File: config.mk
export PLATFORM = sky130hd
export DESIGN_NAME = vscu_ram
export DESIGN_NICKNAME = d
export VERILOG_FILES = /design/src/vector_scalar_command_unit_defines.svh /design/src/vscu_ram.sv
export SDC_FILE = /design/constraint.sdc
export NUM_CORES = 1
export LEC_CHECK = 0
export BUFFER_PORTS_ARGS = -buffer_cell sky130_fd_sc_hd__buf_4
export CAP_MARGIN = 25
export CORE_MARGIN = 8
export CORE_UTILIZATION = 60
export DETAILED_ROUTE_END_ITERATION = 7
export PLACE_DENSITY = 0.77
export SLEW_MARGIN = 40
export SYNTH_ARGS = -nofsm -noshare
export SYNTH_HDL_FRONTEND = slang
export SYNTH_SLANG_ARGS = --single-unit
File: constraint.sdc
create_clock -name clk -period 20.6 [get_ports clk]
set_input_delay 5.15 -clock clk [delete_from_list [all_inputs] [get_ports clk]]
set_output_delay 5.15 -clock clk [all_outputs]
set_load 0.02 [all_outputs]
File: src/vector_scalar_command_unit_defines.svh
// Assertion macros for the vector scalar command unit.
// Used by the top level; expects clk and arst_n in scope.
`ifndef VECTOR_SCALAR_COMMAND_UNIT_DEFINES_SVH
`define VECTOR_SCALAR_COMMAND_UNIT_DEFINES_SVH

// same-cycle implication
`define VSCU_ASSERT_IMP(lbl, ante, cons, msg) \
	lbl: assert property (@(posedge clk) disable iff (!arst_n) (ante) |-> (cons)) \
		else $error(msg);

// next-cycle implication
`define VSCU_ASSERT_NXT(lbl, ante, cons, msg) \
	lbl: assert property (@(posedge clk) disable iff (!arst_n) (ante) |=> (cons)) \
		else $error(msg);

`endif

File: src/vscu_ram.sv
// Generic single-write, single-read RAM with registered read data.
// No dependencies.
`default_nettype none

module vscu_ram #(
	parameter int WIDTH = 64,
	parameter int DEPTH = 16
) (
	input  wire logic                                      clk,
	input  wire logic                                      we,
	input  wire logic [((DEPTH > 1) ? $clog2(DEPTH) : 1)-1:0] waddr,
	input  wire logic [WIDTH-1:0]                          wdata,
	input  wire logic                                      re,
	input  wire logic [((DEPTH > 1) ? $clog2(DEPTH) : 1)-1:0] raddr,
	output logic      [WIDTH-1:0]                          rdata
);

	logic [WIDTH-1:0] mem_q [DEPTH];
	logic [WIDTH-1:0] rdata_q;

	always_ff @(posedge clk) begin
		if (we) begin
			mem_q[waddr] <= wdata;
		end
		if (re) begin
			rdata_q <= mem_q[raddr];
		end
	end

	assign rdata = rdata_q;

endmodule

`default_nettype wire

; Word level (Yosys, flattened, before mapping)
; Memories as Yosys holds them, arrays and structs flattened. A register that Yosys moved wholly into a read port is not among the register bits.
; Index checks and enable logic that the tools add are counted.
[word_totals]
ramBits = 1024
memories = 1
regBits = 0
[memory_table]
columns = name, depth, word_bits, rd, rd_ports_with_merged_regs, wr, line_no
row1 = mem_q, 16, 64, 1, 1, 1, vscu_ram.sv:18  ; logic [WIDTH-1:0] mem_q [DEPTH];
[classes]
mux = 2
[ops]
columns = op, n
row1 = $mux W1, 2

; Longest topological paths before layout
[logic_depth]
word_depth = 2
depth_mapped = 6
ltp_nobuf = 3

; Least setup slack after synthesis
; OpenSTA, ideal clock, no wires.
[synth_timing]
kind = input to register
startpoint = input port waddr[2] (netlist bit)
endpoint = memory mem_q[0][0], enable pin
setup_ns = 0.565
t_arrival_ns = 10.013
required_ns = 20.035
n_path_buf = 0
stages = 2
path_slack_ns = 10.021
cell_sequence = or3b_2 > nor3_1
[synth_rtl]
columns = element, line_no
row1 = start: declaration, vscu_ram.sv:11  ; input wire logic [((DEPTH > 1) ? $clog2(DEPTH) : 1)-1:0] waddr,
row2 = end: declaration, vscu_ram.sv:18
; Straight into the memory's write port.

==> summary.md <==
| Metric | Value |
|---|---|
| Filler Cell Count | 3907 |
| Post-CTS Setup Inserts | 0 |
| Placed cell count | 2623 |
| Slowest stage delay, CP | 0.64 ns |
| EDFF count, synth | 1088 |
| Status | finished clean |
| CTS buffer count | 104 |
| Hold Path End | rdata[11] |
| Synth area leader | edfxtp_1 |
| CP max stage cell | buf_6 |
| Max Cap Viol | 0 |
| Slew @ Worst Pin | 0.839 ns |
| Post-synth top area share | 81.2% |
| Fmax | 0.125 GHz |
| Initial drt markers | 2209 |
| Setup TNS | 0 ns |
| Synthesized Nets | 1722 |
| Area of the multi-input gates | 7240 µm² |
| CP Cell Sequence | buf_8, buf_6, buf_6, buf_6, mux4_2, a22oi_1, nand2_1 |
| Met1 Resource Use GR | 33.4% |
| All-Layer GR Usage | 24.0% |
| Layout Cells excl Fill | 2818 |
| Most frequent CP cell | buf_6 |
| Clk_lat worst skew | 0.66 ns |
| Setup violators final | 0 |
| Die Span Y | 275 µm |
| Largest net degree at the start of global routing | 74 |
| R2r startpoint | mem_q[11][12] |
| Reg2reg path depth | 3 |
| Reg2Reg Setup Slack | 19.04 ns |
| Final core occ | 68.7% |
| First-pass detailed-route iteration total | 7 |
| IR drop worst, VDD | 0.0000979 V |
| First-pass GRT wire length | 130000 µm |
| Antenna violations before repair | 6 |
| DR vias/cell | 6.63 |
| Top Ports | 139 |
| Slew headroom | 44.0% |
| Layout cells sized above 1 | 31.7% |
| Hold path depth | 3 |
| Tcrit/Tclk final | 38.8% |
| Worst Path Arrival | 8.37 ns |
| Most common cell in the netlist | edfxtp_1 |
| WL final | 88900 µm |
| Via count | 18700 |
| Initial Utilization | 60.2% |
| Final worst path period need | 7.98 ns |
| Yosys warning total | 0 |
| CTS tree | done |
| Hold Vio Cnt, Final | 0 |
| Gp weighted congestion | 0.731 |
| Cell area power density | 99.1 nW/µm² |
| CP required | 20.99 ns |
| Post-Syn Area | 40200 µm² |
| CP Class | input port to flip-flop |
| Root buffer cell | clkbuf_16 |
| Start point of the worst hold path | mem_q[14][11] |
| Fin worst setup slack | 12.62 ns |
| Final Total Pwr | 4.55 mW |
| DR WL/cell | 31.5 µm |
| Yosys reg bits | 1088 |
| Reg area | 32700 µm² |
| Synth Flop Type | edfxtp_1 |
| Static Leak | 14.7 nW |
| Grt peak-use layer | met2 |
| Post-Route Skew | 0.0176 ns |
| Grt total ovfl | 0 |
| Most frequent cells after synthesis | edfxtp_1 (1088), mux4_2 (256), a22oi_1 (128) |
| Unrepaired setup endpoints after global routing | no |
| Final Max Slew Viols | 0 |
| FFs w/ async S/R, synth | 0% |
| CP max FO | 49 |
| Min-Delay Path Class | flip-flop to flip-flop |
| CP top delay family | buffers and inverters |
| Number of global-route vias before repair | 19600 |
| CTS resizes | 0 |
| Worst setup EP type | flip-flop |
| TritonCTS Sinks | 1088 |
| CTS Hold Bufs | 0 |
| Startpoint types | input port |
| Full die area | 75600 µm² |
| Post-route ant nets | 0 |
| Post-route DRC | 0 |
| Buf/Inv on CP | 4 |
| H-tree Lvls | 3 |
| Core Region | 66800 µm² |
| Reg-to-Reg End | rdata[12] |
| GR Layer Usage met2 | 39.4% |
| Die X | 275 µm |
| P&R area growth vs syn | 14.2% |
| FP Rows | 95 |
| Syn Area/Cell | 24.4 µm² |
| Cell variety after synth | 17 |
| Post-synthesis cell count | 1647 |
| Seq/Total Area, Yosys | 81.2% |
| Worst-path clk slew | 0.06 ns |
| Met3 Use GR | 4.47% |
| Hpwl dp | 43600 µm |
| CTS Buffer Depth | 3 |
| Nets@finish | 1931 |
| Top post-synthesis cells by area | edfxtp_1 (81%), mux4_2 (14%), a22oi_1 (2.4%) |
| Pre-CTS setup slack | 11.82 ns |
| # port buffers | 138 |
==> cell usage in the layout (no fill, tap or decap), drive strengths merged <==
cell and n:
a22oi 128, and2 1, buf 187, bufinv 6
clkbuf 113, clkinv 65, clkinvlp 3, diode 3
edfxtp 1088, inv 5, mux4 256, nand2 65
nand2b 2, nand3 1, nand3b 2, nor2 13
nor2b 2, nor3 4, or3b 1
==> worst reg2reg max path: cells and delay by family, from the launching register on <==
family	cells	cell delay, ns
flops	1	0.38
simple gates	1	0.18
mux	1	0.48
compound gates	1	0.23
==> layer usage <==
metal	part of all wire, %	wire length [µm]
met1	38	33500
met2	50	44800
met3	9.9	8800
met4	1.9	1700
met5	0.065	58
==> where the power goes <==
part           switching [mW]  internal, mW
logic                   0.137        0.0954
registers              0.0165          2.49
clock network           0.795          1.01
total                   0.949          3.60
==> worst max path at each step <==
stage / depth (start not counted) / from / slack, ns / endpoint
global route: 7 / raddr[0] / 12.30 / rdata[52]
global placement: 7 / raddr[0] / 10.83 / rdata[47]
floorplan: 2 / waddr[2] / 10.02 / mem_q[0][0]
finish: 7 / raddr[0] / 12.62 / rdata[58]
CTS: 7 / raddr[0] / 12.49 / rdata[58]
detailed placement: 7 / raddr[0] / 11.82 / rdata[58]
==> flip-flops by register name, indices dropped and copies added, names as in the netlist <==
signal,cells
mem_q,1024
rdata,64
==> cells by family after synthesis <==
group / synth area share (%)
multiplexers: 14.3
buffers and inverters: 1.12
flip-flops: 81.2
AND/OR/NAND/NOR: 0.927
AO/OA/AOI/OAI: 2.39
==> per-stage QoR <==
step | cell area (µm²) | hold WS, ns
after global placement | 42300 | 0.723
final | 45900 | 0.741
after floorplan | 40200 | 0.710
after detailed placement | 42700 | 0.728
after global routing | 45900 | 0.761
after CTS | 45900 | 0.744
==> cell type report <==
class / count / share of cell area (%)
clock buffers: 113 / 5.83
multi-input cells: 475 / 15.8
clock inverters: 79 / 1.24
flip-flops and latches: 1088 / 71.1
repair buffers: 187 / 3.61
well taps: 873 / 2.38
diodes: 3 / 0.0163
Note: power is estimated with default switching activity, not from simulation.
