### config.mk
export PLATFORM = sky130hd
export DESIGN_NAME = vscu_mul
export DESIGN_NICKNAME = d
export VERILOG_FILES = /design/src/vector_scalar_command_unit_defines.svh /design/src/vscu_pkg.sv /design/src/vscu_mul.sv
export SDC_FILE = /design/constraint.sdc
export NUM_CORES = 2
export LEC_CHECK = 0
export BUFFER_PORTS_ARGS = -buffer_cell sky130_fd_sc_hd__buf_4
export CAP_MARGIN = 15
export CORE_MARGIN = 3
export CORE_UTILIZATION = 65
export CTS_BUF_LIST = sky130_fd_sc_hd__clkbuf_8 sky130_fd_sc_hd__clkbuf_16
export DETAILED_ROUTE_END_ITERATION = 10
export MAX_ROUTING_LAYER = met4
export PLACE_DENSITY = 0.84
export SLEW_MARGIN = 20
export SYNTH_ARGS = -nofsm -noshare
export SYNTH_HDL_FRONTEND = slang
export SYNTH_SLANG_ARGS = --single-unit
### constraint.sdc
create_clock -name clk -period 13 [get_ports clk]
set_input_delay 0.65 -clock clk [delete_from_list [all_inputs] [get_ports clk]]
set_output_delay 0.65 -clock clk [all_outputs]
set_load 0.05 [all_outputs]
### src/vector_scalar_command_unit_defines.svh
// Assertion macros for the vector scalar command unit.
// Used by the top level; expects clk and arst_n in scope.
`ifndef VECTOR_SCALAR_COMMAND_UNIT_DEFINES_SVH
`define VECTOR_SCALAR_COMMAND_UNIT_DEFINES_SVH

// same-cycle implication
`define VSCU_ASSERT_IMP(lbl, ante, cons, msg) \
	lbl: assert property (@(posedge clk) disable iff (!arst_n) (ante) |-> (cons)) \
		else $error(msg);

// next-cycle implication
`define VSCU_ASSERT_NXT(lbl, ante, cons, msg) \
	lbl: assert property (@(posedge clk) disable iff (!arst_n) (ante) |=> (cons)) \
		else $error(msg);

`endif

### src/vscu_pkg.sv
// Shared constants, command codes and status types of the vector scalar
// command unit. No dependencies.
`default_nettype none

package vscu_pkg;

	localparam int MAX_ELEMENTS = 16;
	localparam int IDX_W        = (MAX_ELEMENTS > 1) ? $clog2(MAX_ELEMENTS) : 1;
	localparam int ELEM_W       = 64;
	localparam int HALF_W       = ELEM_W / 2;
	localparam int SCALAR_W     = 32;
	localparam int VLEN_W       = 5;
	localparam int REQ_W        = 3;
	localparam int EIDX_W       = 4;
	localparam int CNT_W        = ($clog2(MAX_ELEMENTS + 1) > VLEN_W) ?
		$clog2(MAX_ELEMENTS + 1) : VLEN_W;

	localparam logic [VLEN_W-1:0] VLEN_RESET = VLEN_W'(16);

	typedef enum logic [REQ_W-1:0] {
		REQ_LOAD  = 3'd0,
		REQ_ADD   = 3'd1,
		REQ_SUB   = 3'd2,
		REQ_MUL   = 3'd3,
		REQ_POW   = 3'd4,
		REQ_EMIT  = 3'd5,
		REQ_SUMSQ = 3'd6
	} req_t;

	typedef struct packed {
		logic busy;
		logic done;
	} mul_stat_t;

endpackage

`default_nettype wire

### src/vscu_mul.sv
// Multicycle 64x64 wrapping multiplier built on one shared 32x32 multiplier.
// Depends on vscu_pkg.
`default_nettype none

module vscu_mul (
	input  wire logic                          clk,
	input  wire logic                          arst_n,
	input  wire logic                          start,
	input  wire logic [vscu_pkg::ELEM_W-1:0]   a,
	input  wire logic [vscu_pkg::ELEM_W-1:0]   b,
	output vscu_pkg::mul_stat_t                stat,
	output logic      [vscu_pkg::ELEM_W-1:0]   p
);

	localparam int HW = vscu_pkg::HALF_W;
	localparam int EW = vscu_pkg::ELEM_W;
	localparam logic [1:0] STEP_LL = 2'd0;
	localparam logic [1:0] STEP_LH = 2'd1;
	localparam logic [1:0] STEP_HL = 2'd2;
	localparam logic [1:0] STEP_LAST = 2'd3;

	logic [1:0]    step_q;
	logic          busy_q;
	logic          done_q;
	logic [EW-1:0] a_q;
	logic [EW-1:0] b_q;
	logic [EW-1:0] pp_q;
	logic [EW-1:0] acc_q;
	logic [HW-1:0] op_x;
	logic [HW-1:0] op_y;

	always_comb begin
		case (step_q)
			STEP_LL: begin
				op_x = a_q[HW-1:0];
				op_y = b_q[HW-1:0];
			end
			STEP_LH: begin
				op_x = a_q[HW-1:0];
				op_y = b_q[EW-1:HW];
			end
			STEP_HL: begin
				op_x = a_q[EW-1:HW];
				op_y = b_q[HW-1:0];
			end
			default: begin
				op_x = a_q[HW-1:0];
				op_y = b_q[HW-1:0];
			end
		endcase
	end

	always_ff @(posedge clk or negedge arst_n) begin
		if (!arst_n) begin
			step_q <= STEP_LL;
			busy_q <= 1'b0;
			done_q <= 1'b0;
		end else begin
			done_q <= 1'b0;
			if (start) begin
				busy_q <= 1'b1;
				step_q <= STEP_LL;
			end else if (busy_q) begin
				step_q <= step_q + 2'd1;
				if (step_q == STEP_LAST) begin
					busy_q <= 1'b0;
					done_q <= 1'b1;
				end
			end
		end
	end

	always_ff @(posedge clk) begin
		if (start) begin
			a_q <= a;
			b_q <= b;
		end
		if (busy_q) begin
			pp_q <= EW'(op_x) * EW'(op_y);
			case (step_q)
				STEP_LH: begin
					acc_q <= pp_q;
				end
				STEP_HL, STEP_LAST: begin
					acc_q <= acc_q + {pp_q[HW-1:0], {HW{1'b0}}};
				end
				default: begin
					acc_q <= acc_q;
				end
			endcase
		end
	end

	assign stat.busy = busy_q;
	assign stat.done = done_q;
	assign p         = acc_q;

endmodule

`default_nettype wire

# ---- Yosys cells after proc, flatten, opt, wreduce, memory -nomap -nowiden
# Cells that the tools add are included.
dict set report word_totals {
  register_bits 260
  in_bits 131
  wordCells 28
}
dict set report classes {
  add_sub_neg 2
  mul 1
  n_eq_ne 3
  n_mux 11
  n_reduce_logical 4
}
# op count
set op_table {}
lappend op_table {{$pmux W64 S2} 1}
lappend op_table {{$add A64 B64 Y64} 1}
lappend op_table {{$mul A32 B32 Y64} 1}
lappend op_table {{$mux W32} 2}
lappend op_table {{$mux W1} 6}
lappend op_table {{$eq A2 B2 Y1 const B} 2}
lappend op_table {{$mux W2} 2}
lappend op_table {{$reduce_bool A2 Y1} 2}
lappend op_table {{$add A2 B1 Y2 const B} 1}
lappend op_table {{$eq A2 B1 Y1 const B} 1}
lappend op_table {{$reduce_and A2 Y1} 1}
lappend op_table {{$reduce_or A2 Y1} 1}

# ---- Depth between registers and ports, before layout
dict set report depth {
  depth_word 4
  ltp_mapped 36
  depth_no_buf 31
}

# ---- Worst setup path before layout
# No wires, ideal clock.
dict set report synth_timing {
  path_type {register to register}
  start {register step_q[1]}
  end {register pp_q[62], data pin}
  setup_time_ns 0.263
  arrival_ns 8.814
  t_required_ns 12.737
  slack_ns 3.924
  stages_incl_launch_ff 35
  synth_period_minus_slack_ns 9.076
  cell_sequence {dfrtp_1 -> inv_1 -> ha_1 -> clkbuf_1 -> clkbuf_1 -> buf_1 -> mux2i_1 -> clkbuf_1 -> nor2_1 -> fa_1 -> fa_1 -> inv_1 -> fa_1 -> inv_1 -> fa_1 -> inv_1 -> fa_1 -> inv_1 -> fa_1 -> fa_1 -> inv_1 -> fa_1 -> inv_1 -> ha_1 -> clkbuf_1 -> nand3_1 -> or3_1 -> o21bai_1 -> o22ai_1 -> a21oi_1 -> a2111o_1 -> a31o_2 -> o21ai_2 -> a311oi_1 -> xnor2_1}
}
dict set report synth_via {
  elab_chain_len 3
  word_cells_on_any_way 5
  classes_between {mul (1); eq/ne (2); mux (2)}
}
# item line
set synth_rtl {}
lappend synth_rtl {{from (decl)} vscu_mul.sv:22} ;# logic [1:0] step_q;
lappend synth_rtl {{from (signal assigned)} vscu_mul.sv:64} ;# step_q <= step_q + 2'd1;
lappend synth_rtl {{$eq A2 B2 Y1 / $eq A2 B1 Y1 (equally long branches)} vscu_mul.sv:33} ;# case (step_q)
lappend synth_rtl {{$mux W32} vscu_mul.sv:33}
lappend synth_rtl {{$mul A32 B32 Y64 *} vscu_mul.sv:79} ;# pp_q <= EW'(op_x) * EW'(op_y);
lappend synth_rtl {{to (signal assigned)} vscu_mul.sv:79}
lappend synth_rtl {{to (decl)} vscu_mul.sv:27} ;# logic [EW-1:0] pp_q;
# Mark *: on every way between the ends. The rest lies on a longest branch, timed or not.
# A chain may end at the register's enable or synchronous reset.

# ---- Final worst setup path
dict set report layout_timing {
  start {register step_q[0]}
  end {register pp_q[61], data pin}
}
# The elaborated chain is that of the path after synthesis.

==> run metrics <==
top_reg_cell synth=edfxtp_1; post-layout min period=between 10000 and 15000 ps; IO Port Bufs=roughly 200; via count=around 33000; cell mode on critical path=fa_1; mapped cell area=about 43000 um2; drt wl/cell=25.3 um; Crit. Startpoint=step_q[0]; DRT antenna net count=0; Buf/Inv on CP=8; sequential fraction of the synthesis area=0.181; setup TNS=0 ps; Synth async-reset ratio=0.0154; Crit-path slowest cell=buf_4; crit start category=register; Post-Route Utilization=0.717; core region area=about 65000 um2; commonest non-fill, non-tap cell in the layout=inv_1; CP Capture Type=register; Vias/cell=between 6 and 7; Syn Inst Count=roughly 4400; DR iter-0 viols=around 3500; final worst-path cycle share=0.798; Final Routed Wirelength=about 140000 um; HP Start=a[8]; CTS Buffer Depth=3; Congestion Overflow GR=0; initial antenna violation count=6; chip width=about 260 um; IO Count=roughly 200; Max Clk Rate=96.4 MHz; Max-cap violations=0; # setup viols final=0; row count=between 90 and 100; GR Util All Layers=0.408; first-pass GRT wire length=about 210000 um; die area=69200 um2; required time worst endpoint=13370 ps; Slew headroom=0.201; area added between synthesis and finish=8.33%; syn nets=roughly 5700; vias in the first global route=about 36000; crit-path leading delay family=adder cells; Pins Over Slew Limit=0; CP max FO=32; Clock Skews=between 15 and 20 ps; CP peak stage delay=between 600 and 700 ps; Num CTS Buffers=29; crit path DAT=around 11000 ps; Least-Margin Pin Slew=around 1200 ps; Worst-Skew Late Latency=roughly 620 ps; post_cts resized=0; #FFs+latches synth=260; status=finished, final reports clean; Net count, final=about 5800; clock tree root driver cell=clkbuf_16; largest net degree at the start of global routing=slightly above 90; post-DP HPWL=a little over 100000 um; DIE HEIGHT=263 um; DRT Pass-1 Iters=6; Initial Util=0.662; Hold Fails Final Rpt=0; Ys Warns=0; layout cells sized above 1=0.0947; RSZ-0062 raised after global routing=no; Worst Hold Class=in2reg; CTS sink count=260; Worst Path Class, Setup=reg2reg; CTS tree=yes; Mapped Avg Cell Area=a little under 10 um2; clk slew on worst S/H paths=70 ps; GPL Wtd Cong=1.00; DRC=0; r2r startpoint=step_q[0]; H-tree Lvls=1; EDFF count, synth=about 260; number of distinct library cells after synthesis=70; commonest non-fill, non-tap cells in the layout=inv_1 (907), fa_1 (897), nor2_1 (620)
==> through the flow <==
stage | cells | worst slack, ps | hold WS (ps) | cell area (um2)
after floorplan | 4377 | 3920 | 354 | 43000
after global placement | 5289 | 2950 | 461 | 45500
after detailed placement | 5289 | 2800 | 463 | 45500
after CTS | 5344 | 2710 | 180 | 46500
after global routing | 5351 | 2310 | 189 | 46500
final | 5351 | 2620 | 203 | 46500
==> routing by layer <==
metal,up-vias,GRT usage,part of all wire
li1,13465,-,-
met1,16429,0.491,0.33
met2,2411,0.605,0.44
met3,831,0.125,0.14
met4,0,0.258,0.086
met5,-,-,0
==> area by class of cell <==
| class | instances | area [um2] |
|---|---|---|
| multi-input cells | 3018 | 31300 |
| fillers | 4672 | 18400 |
| flip-flops and latches | 260 | 7790 |
| inverters | 904 | 3390 |
| repair buffers | 253 | 1910 |
| well taps | 855 | 1070 |
| clock buffers | 29 | 726 |
| clock inverters | 25 | 295 |
| diodes | 7 | 17.5 |
==> cells in the mapped netlist, drive strengths merged (16+ instances only) <==
cell type,count,area share
clkbuf,174,0.015
nand4,20,0.0029
nor2,621,0.054
o21bai,16,0.0028
a21oi,106,0.013
fa,897,0.42
buf,21,0.0022
xor2,32,0.0065
ha,299,0.087
mux2,67,0.018
a21o,44,0.0077
edfxtp,256,0.18
inv,904,0.079
xnor2,57,0.012
and2,40,0.0058
mux2i,64,0.015
nand2,537,0.047
o21ai,84,0.0099
==> logic make-up (layout without fill, tap and decap cells) <==
group | after synthesis | count (layout) | synth area share
compound gates | 326 | 326 | 0.0479
flops | 260 | 260 | 0.181
other cells | 0 | 7 | 0
buf+inv | 1099 | 1211 | 0.0964
simple gates | 1276 | 1276 | 0.119
fa+ha+maj | 1196 | 1196 | 0.505
xor+xnor | 89 | 89 | 0.0181
mux | 131 | 131 | 0.0325
==> path summary, 6_finish.rpt <==
| path | endpoint | slack, ps | depth (start not counted) |
|---|---|---|---|
| max | pp_q[61] | 2620 | 29 |
| min | a_q[8] | 200 | 1 |
| max reg2reg | pp_q[61] | 2620 | 29 |
| min reg2reg | p[56] | 530 | 2 |
| max in group asynchronous | busy_q | 12450 | 2 |
| min in group asynchronous | done_q | 410 | 2 |
==> registers in the layout (all words and copies together) (netlist names) <==
signal  flops
a_q        64
b_q        64
busy_q      1
done_q      1
p          64
pp_q       64
step_q      2
==> what timing repair did <==
action / 4_1_cts / 5_1_grt
setup buffers: 0 / 0
hold endpoints to repair: 4 / 0
hold buffers: 1 / 0
Power is left out: the tool's default activity adds up to more than one toggle a clock period on the data nets, which glitch-free logic cannot reach.
